$ cat src/mse_pkg.sv
// Shared types and constants for the MIPS subset execute block.
package mse_pkg;

	localparam int PROGRAM_DEPTH = 1024;
	localparam int REG_COUNT     = 32;
	localparam int PC_W          = 10;
	localparam int LEN_W         = 11;
	localparam int REG_AW        = 5;

	localparam logic [31:0] SYSCALL_WORD = 32'h0000_000c;

	localparam logic [5:0] OPC_RTYPE = 6'h00;
	localparam logic [5:0] OPC_BEQ   = 6'h04;
	localparam logic [5:0] OPC_BNE   = 6'h05;
	localparam logic [5:0] OPC_ADDI  = 6'h08;
	localparam logic [5:0] OPC_SLTI  = 6'h0a;
	localparam logic [5:0] OPC_ANDI  = 6'h0c;
	localparam logic [5:0] OPC_ORI   = 6'h0d;
	localparam logic [5:0] OPC_LUI   = 6'h0f;
	localparam logic [5:0] OPC_MUL   = 6'h1c;

	localparam logic [5:0] FN_ADD = 6'h20;
	localparam logic [5:0] FN_SUB = 6'h22;
	localparam logic [5:0] FN_AND = 6'h24;
	localparam logic [5:0] FN_OR  = 6'h25;
	localparam logic [5:0] FN_SLT = 6'h2a;
	localparam logic [5:0] FN_MUL = 6'h02;

	localparam logic [1:0] STOP_NONE  = 2'd0;
	localparam logic [1:0] STOP_END   = 2'd1;
	localparam logic [1:0] STOP_RANGE = 2'd2;

	typedef enum logic [3:0] {
		OP_NOP,
		OP_ADD,
		OP_SUB,
		OP_AND,
		OP_OR,
		OP_SLT,
		OP_MUL,
		OP_BEQ,
		OP_BNE,
		OP_ADDI,
		OP_SLTI,
		OP_ANDI,
		OP_ORI,
		OP_LUI
	} dec_op_t;

endpackage

$ cat src/mse_ram.sv
// Generic RAM: one write port, two registered read ports.
module mse_ram #(
	parameter int WIDTH = 32,
	parameter int DEPTH = 32
) (
	input  logic                     clk,
	input  logic                     we,
	input  logic [$clog2(DEPTH)-1:0] waddr,
	input  logic [WIDTH-1:0]         wdata,
	input  logic                     re,
	input  logic [$clog2(DEPTH)-1:0] raddr_a,
	input  logic [$clog2(DEPTH)-1:0] raddr_b,
	output logic [WIDTH-1:0]         rdata_a,
	output logic [WIDTH-1:0]         rdata_b
);

	logic [WIDTH-1:0] mem_q [DEPTH];

	always_ff @(posedge clk) begin
		if (we) begin
			mem_q[waddr] <= wdata;
		end
		if (re) begin
			rdata_a <= mem_q[raddr_a];
			rdata_b <= mem_q[raddr_b];
		end
	end

endmodule

$ cat src/mips_subset_execute.sv
// Execute stage for a MIPS32 integer subset with register file and instruction index.
// Pipeline: operand read, then execute, each registered, from instruction beat to result beat.
// Throughput: one instruction per cycle while the result side does not stall; register
// file read is registered, the write of the executing instruction is forwarded to the one being read.
// Reset: clears valids, instruction index, program length and register valid bits,
// so every register reads zero until written.
module mips_subset_execute (
	input  logic                      clk,
	input  logic                      arst_n,
	input  logic                      cfg_write,
	input  logic [mse_pkg::LEN_W-1:0] program_length,
	input  logic                      instr_valid,
	output logic                      instr_stall,
	input  logic [31:0]               instr_word,
	output logic                      result_valid,
	input  logic                      result_stall,
	output logic [mse_pkg::PC_W-1:0]  instr_index,
	output logic [mse_pkg::LEN_W-1:0] next_index,
	output logic                      reg_write,
	output logic [4:0]                dest_reg,
	output logic [31:0]               write_value,
	output logic [1:0]                stop_code,
	output logic                      illegal
);

	import mse_pkg::*;

	logic [LEN_W-1:0]  len_q;
	logic [PC_W-1:0]   pc_q;
	logic [REG_COUNT-1:0] rf_vld_q;

	logic              vld_s1;
	logic [31:0]       word_s1;
	logic              fwd_a_s1, fwd_b_s1;
	logic [31:0]       fwd_val_s1;
	logic              rvld_a_s1, rvld_b_s1;

	logic              vld_s2;
	logic [PC_W-1:0]   index_s2;
	logic [LEN_W-1:0]  next_s2;
	logic              wr_s2;
	logic [4:0]        dst_s2;
	logic [31:0]       val_s2;
	logic [1:0]        stop_s2;
	logic              bad_s2;

	logic              accept, exec, out_free;
	logic [31:0]       ram_a, ram_b;
	logic [REG_AW-1:0] rs_in, rt_in;

	logic [5:0]        opc, funct;
	logic [REG_AW-1:0] rs, rt, rd;
	logic [15:0]       imm;
	logic [31:0]       imm_sx, imm_zx;
	logic [31:0]       a, b;
	dec_op_t           op;
	logic              bad;
	logic              wr_raw, wr_en;
	logic [REG_AW-1:0] dst_raw, dst;
	logic [31:0]       val_raw, val;
	logic              taken;
	logic [LEN_W-1:0]  len_eff;
	logic [17:0]       tgt;
	logic [LEN_W-1:0]  next;
	logic [1:0]        stop;

	assign out_free    = !vld_s2 || !result_stall;
	assign exec        = vld_s1 && out_free;
	assign instr_stall = vld_s1 && !out_free;
	assign accept      = instr_valid && !instr_stall;

	assign rs_in = instr_word[25:21];
	assign rt_in = instr_word[20:16];

	mse_ram #(
		.WIDTH(32),
		.DEPTH(REG_COUNT)
	) u_rf (
		.clk    (clk),
		.we     (exec && wr_en),
		.waddr  (dst),
		.wdata  (val),
		.re     (accept),
		.raddr_a(rs_in),
		.raddr_b(rt_in),
		.rdata_a(ram_a),
		.rdata_b(ram_b)
	);

	// operand fetch
	assign opc    = word_s1[31:26];
	assign rs     = word_s1[25:21];
	assign rt     = word_s1[20:16];
	assign rd     = word_s1[15:11];
	assign funct  = word_s1[5:0];
	assign imm    = word_s1[15:0];
	assign imm_sx = {{16{imm[15]}}, imm};
	assign imm_zx = {16'd0, imm};

	always_comb begin
		if (rs == '0) begin
			a = '0;
		end else if (fwd_a_s1) begin
			a = fwd_val_s1;
		end else if (rvld_a_s1) begin
			a = ram_a;
		end else begin
			a = '0;
		end
		if (rt == '0) begin
			b = '0;
		end else if (fwd_b_s1) begin
			b = fwd_val_s1;
		end else if (rvld_b_s1) begin
			b = ram_b;
		end else begin
			b = '0;
		end
	end

	// decode
	always_comb begin
		op  = OP_NOP;
		bad = 1'b0;
		if (word_s1 == SYSCALL_WORD) begin
			op = OP_NOP;
		end else begin
			unique case (opc)
				OPC_RTYPE: begin
					unique case (funct)
						FN_ADD:  op = OP_ADD;
						FN_SUB:  op = OP_SUB;
						FN_AND:  op = OP_AND;
						FN_OR:   op = OP_OR;
						FN_SLT:  op = OP_SLT;
						default: bad = 1'b1;
					endcase
				end
				OPC_MUL: begin
					if (funct == FN_MUL) begin
						op = OP_MUL;
					end else begin
						bad = 1'b1;
					end
				end
				OPC_BEQ:  op = OP_BEQ;
				OPC_BNE:  op = OP_BNE;
				OPC_ADDI: op = OP_ADDI;
				OPC_SLTI: op = OP_SLTI;
				OPC_ANDI: op = OP_ANDI;
				OPC_ORI:  op = OP_ORI;
				OPC_LUI: begin
					if (rs == '0) begin
						op = OP_LUI;
					end else begin
						bad = 1'b1;
					end
				end
				default: bad = 1'b1;
			endcase
		end
	end

	// execute
	always_comb begin
		wr_raw  = 1'b0;
		dst_raw = rt;
		val_raw = '0;
		taken   = 1'b0;
		case (op)
			OP_ADD:  begin wr_raw = 1'b1; dst_raw = rd; val_raw = a + b; end
			OP_SUB:  begin wr_raw = 1'b1; dst_raw = rd; val_raw = a - b; end
			OP_AND:  begin wr_raw = 1'b1; dst_raw = rd; val_raw = a & b; end
			OP_OR:   begin wr_raw = 1'b1; dst_raw = rd; val_raw = a | b; end
			OP_SLT:  begin
				wr_raw = 1'b1; dst_raw = rd;
				val_raw = {31'd0, $signed(a) < $signed(b)};
			end
			OP_MUL:  begin wr_raw = 1'b1; dst_raw = rd; val_raw = a * b; end
			OP_BEQ:  taken = (a == b);
			OP_BNE:  taken = (a != b);
			OP_ADDI: begin wr_raw = 1'b1; val_raw = a + imm_sx; end
			OP_SLTI: begin
				wr_raw = 1'b1;
				val_raw = {31'd0, $signed(a) < $signed(imm_sx)};
			end
			OP_ANDI: begin wr_raw = 1'b1; val_raw = a & imm_zx; end
			OP_ORI:  begin wr_raw = 1'b1; val_raw = a | imm_zx; end
			OP_LUI:  begin wr_raw = 1'b1; val_raw = {imm, 16'd0}; end
			default: ;
		endcase
	end

	assign wr_en = wr_raw && (dst_raw != '0);
	assign dst   = wr_en ? dst_raw : '0;
	assign val   = wr_en ? val_raw : '0;

	// next index
	assign len_eff = (len_q > LEN_W'(PROGRAM_DEPTH)) ? LEN_W'(PROGRAM_DEPTH) : len_q;
	assign tgt     = {8'd0, pc_q} + {{2{imm[15]}}, imm};

	always_comb begin
		if (taken) begin
			if (tgt[17] || (tgt[16:0] > {6'd0, len_eff})) begin
				next = '0;
				stop = STOP_RANGE;
			end else begin
				next = tgt[LEN_W-1:0];
				stop = (next >= len_eff) ? STOP_END : STOP_NONE;
			end
		end else begin
			next = {1'b0, pc_q} + LEN_W'(1);
			stop = (next >= len_eff) ? STOP_END : STOP_NONE;
		end
	end

	// control
	always_ff @(posedge clk or negedge arst_n) begin
		if (!arst_n) begin
			len_q    <= '0;
			pc_q     <= '0;
			rf_vld_q <= '0;
			vld_s1   <= 1'b0;
			vld_s2   <= 1'b0;
		end else begin
			if (cfg_write) begin
				len_q <= program_length;
			end
			if (accept) begin
				vld_s1 <= 1'b1;
			end else if (exec) begin
				vld_s1 <= 1'b0;
			end
			if (exec) begin
				vld_s2 <= 1'b1;
				pc_q   <= (stop != STOP_NONE) ? '0 : next[PC_W-1:0];
				if (wr_en) begin
					rf_vld_q[dst] <= 1'b1;
				end
			end else if (!result_stall) begin
				vld_s2 <= 1'b0;
			end
		end
	end

	// payload
	always_ff @(posedge clk) begin
		if (accept) begin
			word_s1    <= instr_word;
			fwd_a_s1   <= exec && wr_en && (dst == rs_in);
			fwd_b_s1   <= exec && wr_en && (dst == rt_in);
			fwd_val_s1 <= val;
			rvld_a_s1  <= rf_vld_q[rs_in];
			rvld_b_s1  <= rf_vld_q[rt_in];
		end
		if (exec) begin
			index_s2 <= pc_q;
			next_s2  <= next;
			wr_s2    <= wr_en;
			dst_s2   <= dst;
			val_s2   <= val;
			stop_s2  <= stop;
			bad_s2   <= bad;
		end
	end

	assign result_valid = vld_s2;
	assign instr_index  = index_s2;
	assign next_index   = next_s2;
	assign reg_write    = wr_s2;
	assign dest_reg     = dst_s2;
	assign write_value  = val_s2;
	assign stop_code    = stop_s2;
	assign illegal      = bad_s2;

	a_write_nonzero: assert property (@(posedge clk) disable iff (!arst_n)
		result_valid && reg_write |-> dest_reg != '0)
		else $error("register zero reported as written");

	a_nowrite_clear: assert property (@(posedge clk) disable iff (!arst_n)
		result_valid && !reg_write |-> dest_reg == '0 && write_value == '0)
		else $error("dropped write carries nonzero fields");

	a_range_next: assert property (@(posedge clk) disable iff (!arst_n)
		result_valid && stop_code == STOP_RANGE |-> next_index == '0)
		else $error("out of range branch with nonzero next index");

	a_stall_cause: assert property (@(posedge clk) disable iff (!arst_n)
		instr_stall |-> result_valid && result_stall)
		else $error("input stalled while result side is free");

	a_stop_restart: assert property (@(posedge clk) disable iff (!arst_n)
		exec && stop != STOP_NONE |=> pc_q == '0)
		else $error("instruction index not restarted after stop");

endmodule

$ cat config.mk
export PLATFORM = sky130hd
export DESIGN_NAME = mips_subset_execute
export DESIGN_NICKNAME = d
export VERILOG_FILES = /design/src/mse_pkg.sv /design/src/mse_ram.sv /design/src/mips_subset_execute.sv
export SDC_FILE = /design/constraint.sdc
export NUM_CORES = 2
export LEC_CHECK = 0
export BUFFER_PORTS_ARGS = -buffer_cell sky130_fd_sc_hd__buf_2
export CAP_MARGIN = 5
export CELL_PAD_IN_SITES_DETAIL_PLACEMENT = 1
export CELL_PAD_IN_SITES_GLOBAL_PLACEMENT = 1
export CORE_ASPECT_RATIO = 1.75
export CORE_MARGIN = 2
export CORE_UTILIZATION = 50
export CTS_CLUSTER_SIZE = 14
export DETAILED_ROUTE_END_ITERATION = 10
export GPL_TIMING_DRIVEN = 0
export PLACE_DENSITY = 0.75
export SYNTH_ARGS = -nofsm -noshare
export SYNTH_HDL_FRONTEND = slang
export SYNTH_SLANG_ARGS = --single-unit
$ cat constraint.sdc
create_clock -name clk -period 15.6 [get_ports clk]
set_input_delay 1.56 -clock clk [delete_from_list [all_inputs] [get_ports clk]]
set_output_delay 1.56 -clock clk [all_outputs]
set_load 0.05 [all_outputs]
=== After elaboration in Yosys (flattened, before gate mapping) ===
Memory sizes are Yosys's and may differ from the RTL's. A register that Yosys moved wholly into a read port is not among the register bits.
Index checks and enable logic that the tools add are counted.

* Memories: 1
* Bits in registers: 185
* Bits of input ports: 48
* Logic and storage cells: 139
* Memory bits (writable): 1024
* Output and inout bits: 64

{| class="wikitable"
|+ Memories
! name !! words !! bits a word !! read ports !! clocked after Yosys merged registers in !! write ports !! RTL line !! source
|-
| u_rf.mem_q || 32 || 32 || 2 || 2 || 1 || mse_ram.sv:17 || <nowiki>logic [WIDTH-1:0] mem_q [DEPTH];</nowiki>
|}

* Muxes and demuxes: 41
* Reductions and logical operators: 25
* Bitwise operators: 5
* $add $sub $neg: 5
* Multiply operators: 1
* Equal/unequal tests: 33
* $lt $le $gt $ge: 10

{| class="wikitable"
|+ Operators by type and width
! cell !! number
|-
| $pmux 32 s11 || 1
|-
| $mux 32 || 7
|-
| $add 32x32->32 || 2
|-
| $or 32x32->32 || 2
|-
| $pmux 4 s9 || 1
|-
| $mux 11 || 3
|-
| $and 32x16->32 || 1
|-
| $and 32x32->32 || 1
|-
| $eq 32x32->1 || 1
|-
| $eq 32x4->1 const B || 1
|-
| $lt 32x16->1 || 1
|-
| $lt 32x32->1 || 1
|-
| $mul 32x32->32 || 1
|-
| $ne 32x32->1 || 1
|-
| $or 32x16->32 || 1
|-
| $sub 32x32->32 || 1
|-
| $eq 6x4->1 const B || 5
|-
| $eq 6x6->1 const B || 5
|-
| $eq 4x4->1 const B || 6
|-
| $ge 11x11->1 || 2
|-
| $lt 5x6->1 const B || 3
|-
| $add 11x16->17 || 1
|-
| $gt 17x11->1 || 1
|-
| $eq 4x3->1 const B || 4
|-
| 32 further kinds || 67
|}

=== Depth between registers and ports, before layout ===
* Word-level depth: 15
* Gate-level depth with buffers: 35
* Mapped depth without buffers: 31

=== Cells and area by module ===
A second synthesis with hierarchy kept.

* Cell total of the unflattened synthesis: 6980
* Area, all modules: 82285.2 um^2

{| class="wikitable"
|+ Modules (own cells, without submodules)
! module !! times used !! area an instance (um^2) !! cells each
|-
| mse_ram || 1 || 50711.1 || 3450
|-
| mips_subset_execute || 1 || 31574.0 || 3530
|}

=== Least setup slack after synthesis ===
No wires, ideal clock.

* Kind: register to register
* Start: reg word_s1[25]
* End: reg fwd_val_s1[31], data pin
* Path slack: 5876 ps
* Clock period less this slack: 9724 ps
* Setup time: 410 ps
* Cell stages (with the launch flop): 33
* Arrival time: 9314 ps
* Buffers on the path: 5
* Path through: edfxtp_1 > or4_1 > buf_2 > buf_2 > buf_2 > a2bb2oi_1 > clkbuf_1 > inv_1 > buf_1 > nor2_1 > fa_1 > fa_1 > fa_1 > inv_1 > fa_1 > inv_1 > fa_1 > inv_1 > fa_1 > inv_1 > fa_1 > fa_1 > ha_1 > and4_1 > inv_1 > nor4_1 > o21ai_0 > or2_2 > a31oi_1 > a31oi_1 > xnor2_1 > nand2_1 > a31oi_1

* Cells in the longest elaborated chain, start to end: 10
* Elaborated cells on any way between the ends: 33

{| class="wikitable"
|+ Ends and longest elaborated chain
! what !! RTL line !! source
|-
| start: declaration || mips_subset_execute.sv:33 || <nowiki>logic [31:0] word_s1;</nowiki>
|-
| start signal: assignment || mips_subset_execute.sv:249 || <nowiki>word_s1 <= instr_word;</nowiki>
|-
| parallel branches: the longest is 9 deep, another holds $mul 32x32->32 || n/a ||
|-
| $mux 32 (*) || mips_subset_execute.sv:196 || <nowiki>assign val = wr_en ? val_raw : '0;</nowiki>
|-
| net u_rf.wdata[31] || mse_ram.sv:9 || <nowiki>input logic [WIDTH-1:0] wdata,</nowiki>
|-
| end signal: assignment || mips_subset_execute.sv:252 || <nowiki>fwd_val_s1 <= val;</nowiki>
|-
| end: declaration || mips_subset_execute.sv:35 || <nowiki>logic [31:0] fwd_val_s1;</nowiki>
|}

Mark *: on every way through the listed nets, which the timed path passes.
A chain may end at the register's enable or synchronous reset.

=== Final worst setup path ===
* Start: reg word_s1[17]
* End: mem u_rf.mem_q[9][27], data pin

* Cells in the longest elaborated chain, start to end: 8
* Elaborated cells on any way between the ends: 28

{| class="wikitable"
|+ Ends and longest elaborated chain
! what !! RTL line
|-
| parallel branches: the longest is 7 deep, another holds $mul 32x32->32 || n/a
|-
| $mux 32 (*) || mips_subset_execute.sv:196
|-
| net u_rf.wdata[27] || mse_ram.sv:9
|-
| end: declaration || mse_ram.sv:17
|}

Marked as above.

==> results.ini <==
[route]
wl_um=349000
drt_iter0_drc=6330
drc=0
via_count=56200
drt-pass1-iter-count=6
wl_per_cell_um=43.3
via_per_inst=6.97
drtAntennaViolNets=0

[floorplanning]
die_w_um=306
core_area_um2=159000
row_count=194
die_area_um2=163000
ios=112
start_util_pct=50.3
die_h_um=533

[sta]
finalCriticalPeriod_ns=13.55
period_share_pct=86.9
slew_headroom_pct=-9.25
fin_setup_tns_ns=0
finalHoldViolations=0
fmax_ghz=0.0738
skew_ns=0.100
setup_violations=0
rsz0062_at_grt=no
worst_pin_slew_ns=1.64
hold_ws_ns=0.492
slew_viol_final=16
timing.final.ws_setup_ns=2.05

[clock_tree]
clk_latency_ns=0.84
cts_root_buf=clkbuf_16
clkSinkCount=1273
cts.path.max_buffers=3
cts_made_buffers=114
postCtsSetupBuffers=0
path_clk_slew_ns=0.07
cts-resized-gates=0
cts_hold_buf=0
cts_tree=yes
h-tree-depth=3

[cells_and_area]
fin_util_pct=56.4
syn_to_final_growth_pct=12.2
nets=6694
final_area_um2=89800
drive_above_1_share_pct=22.1
max_flop_register=u_rf.mem_q
largest_reg_flops=1024

[placement]
dpl_worst_slack_ns=2.83
gp_congestion=1.04
dpl.hpwl_um=265000
port_buffers=111
place_area_um2=85900

[min_path]
hold_path_startpoint=rf_vld_q[15]$_DFFE_PN0P_
min_to=rf_vld_q[15]$_DFFE_PN0P_
hold_depth=1
holdCritPathClass=flip-flop to flip-flop

[setup_path]
ff2ff_path_depth=29
required_ns=16.02
rrSetupSlack_ns=2.05
worstPathMaxFanout=34
cp.arrival_ns=13.97
r2r-end=u_rf.mem_q[9][27]$_DFFE_PP_
slowest_delay_ns=1.12
end_kind=flip-flop
slowest_stage=xnor2_1
r2r_start=word_s1[17]$_DFFE_PP_
crit_type=flip-flop to flip-flop
worstSetupStartpointType=flip-flop
crit_top_cell=fa_1

[yosys]
synth_edf_count=1218
async_flop_share_pct=4.32
seq_area_frac_synth_pct=47.4
yosys_most_used_dff=edfxtp_1
netlist_instances=5521
synth_area_um2=80100
synth_cell_types=89
postSynthAreaPerCell_um2=14.5
ys_warn_count=0
synth-seq-cells=1273

[power]
intPower_w=0.00691
pwr-share-clk_pct=25.7
p_per_area_nw_per_um2=125
combPwrFrac_pct=39.8
p_switching_w=0.00435
p_sw_share_pct=38.6
power.share.sequential_pct=34.5
irDropWorstVdd_uv=375
p_leak_nw=34.3

[global_routing]
overflow=0
grt_pass1_vias=61200
grt_pass1_wl_um=483000
grt_use_total_pct=43.8
antenna_found_initial=35
grt_max_degree=63

[run_status]
violations=slew limit
status=complete, but fails checks

[job]
cap_violations=0

## final cells by class
| class | count | area (µm²) |
|---|---|---|
| Clock buffer | 141 | 3010 |
| Sequential cell | 1273 | 38000 |
| Inverter | 519 | 1950 |
| Fill cell | 15100 | 69400 |
| Multi-Input combinational cell | 3462 | 39800 |
| Clock inverter | 59 | 667 |
| Timing Repair Buffer | 223 | 2630 |
| Antenna cell | 29 | 72.6 |
| Buffer | 298 | 1200 |
| Tap cell | 2058 | 2570 |
## through the flow
stage | power, W | cells
after floorplan | 0.00634 | 5552
after global placement | 0.00785 | 7721
after detailed placement | 0.00797 | 7820
after CTS | 0.0108 | 8020
after global routing | 0.0115 | 8039
final | 0.0113 | 8062
## layer usage
| layer | track usage (%) | share of wire [%] | wire [µm] |
|---|---|---|---|
| met5 | 0 | 0.047 | 164 |
| met4 | 48.4 | 14 | 47600 |
| met3 | 12.9 | 8.3 | 29000 |
| met2 | 72.5 | 50 | 174000 |
| met1 | 40.8 | 28 | 98300 |
## placed cells by master, fill, tap and decap left out, drive strengths merged, types with 11 or more instances in the layout
cell / netlist / final
a211oi: 15 / 15
a21o: 51 / 51
a21oi: 165 / 165
a221oi: 31 / 31
a22oi: 28 / 28
a2bb2oi: 17 / 17
a31oi: 24 / 24
and3: 13 / 13
buf: 85 / 302
clkbuf: 213 / 360
clkinv: 11 / 53
conb: 1 / 32
dfrtp: 55 / 55
diode: 0 / 29
edfxtp: 1218 / 1218
fa: 411 / 411
ha: 344 / 344
inv: 508 / 512
mux2: 77 / 77
mux2i: 11 / 11
mux4: 660 / 660
nand2: 410 / 410
nand2b: 27 / 27
nand3: 42 / 42
nand3b: 46 / 46
nand4: 16 / 16
nor2: 471 / 471
nor2b: 20 / 20
nor3: 36 / 36
nor4: 18 / 18
o211ai: 12 / 12
o21a: 11 / 11
o21ai: 119 / 119
o21bai: 18 / 18
o221ai: 15 / 15
or2: 42 / 42
or3: 13 / 13
xnor2: 125 / 125
xor2: 29 / 29
## kinds of logic after synthesis
logic type | Yosys count | synth area share, %
buf+inv | 817 | 3.88
flops | 1273 | 47.4
simple gates | 1187 | 6.60
compound gates | 583 | 4.89
other cells | 1 | 0.00468
mux | 748 | 19.8
fa+ha+maj | 755 | 15.7
xor+xnor | 157 | 1.77
## power groups by stage
stage	clock network (W)	registers, W	logic (W)
final	0.00289	0.00388	0.00448
after global routing	0.00300	0.00388	0.00462
after CTS	0.00290	0.00388	0.00405
after detailed placement	0	0.00395	0.00402
after global placement	0	0.00395	0.00390
after floorplan	0	0.00399	0.00235
## synthesized netlist by cell type, types with 77 or more instances
library cell	instances	share of area, %
mux2_2	77	1.1
clkbuf_1	213	1.0
o21ai_0	117	0.73
nor2_1	470	2.2
inv_1	505	2.4
fa_1	411	10
ha_1	344	5.4
edfxtp_1	1218	46
mux4_2	660	19
nand2_1	410	1.9
xnor2_1	125	1.4
a21oi_1	155	0.97
## worst max-delay path: cells and delay by family, from the launching register on
| family | cells | cell delay [ns] |
|---|---|---|
| AOI/OAI and AO/OA | 5 | 2.44 |
| buffers and inverters | 8 | 2.78 |
| xor gates and xnor gates | 1 | 1.12 |
| DFF | 1 | 0.48 |
| and+or+nand+nor | 6 | 1.88 |
| adders and majority gates | 9 | 4.40 |
## worst max path at each step
stage	startpoint	slack [ns]	depth (start not counted)	endpoint
after floorplan	word_s1[25]$_DFFE_PP_	5.88	32	fwd_val_s1[31]$_DFFE_PP_
after global placement	fwd_a_s1$_DFFE_PP_	-1.14	29	u_rf.mem_q[2][31]$_DFFE_PP_
after detailed placement	word_s1[17]$_DFFE_PP_	2.83	29	u_rf.mem_q[10][27]$_DFFE_PP_
after CTS	word_s1[17]$_DFFE_PP_	2.67	29	u_rf.mem_q[10][27]$_DFFE_PP_
after global routing	word_s1[17]$_DFFE_PP_	2.28	29	u_rf.mem_q[10][27]$_DFFE_PP_
final	word_s1[17]$_DFFE_PP_	2.05	29	u_rf.mem_q[9][27]$_DFFE_PP_
(Power assumes the default switching activity.)
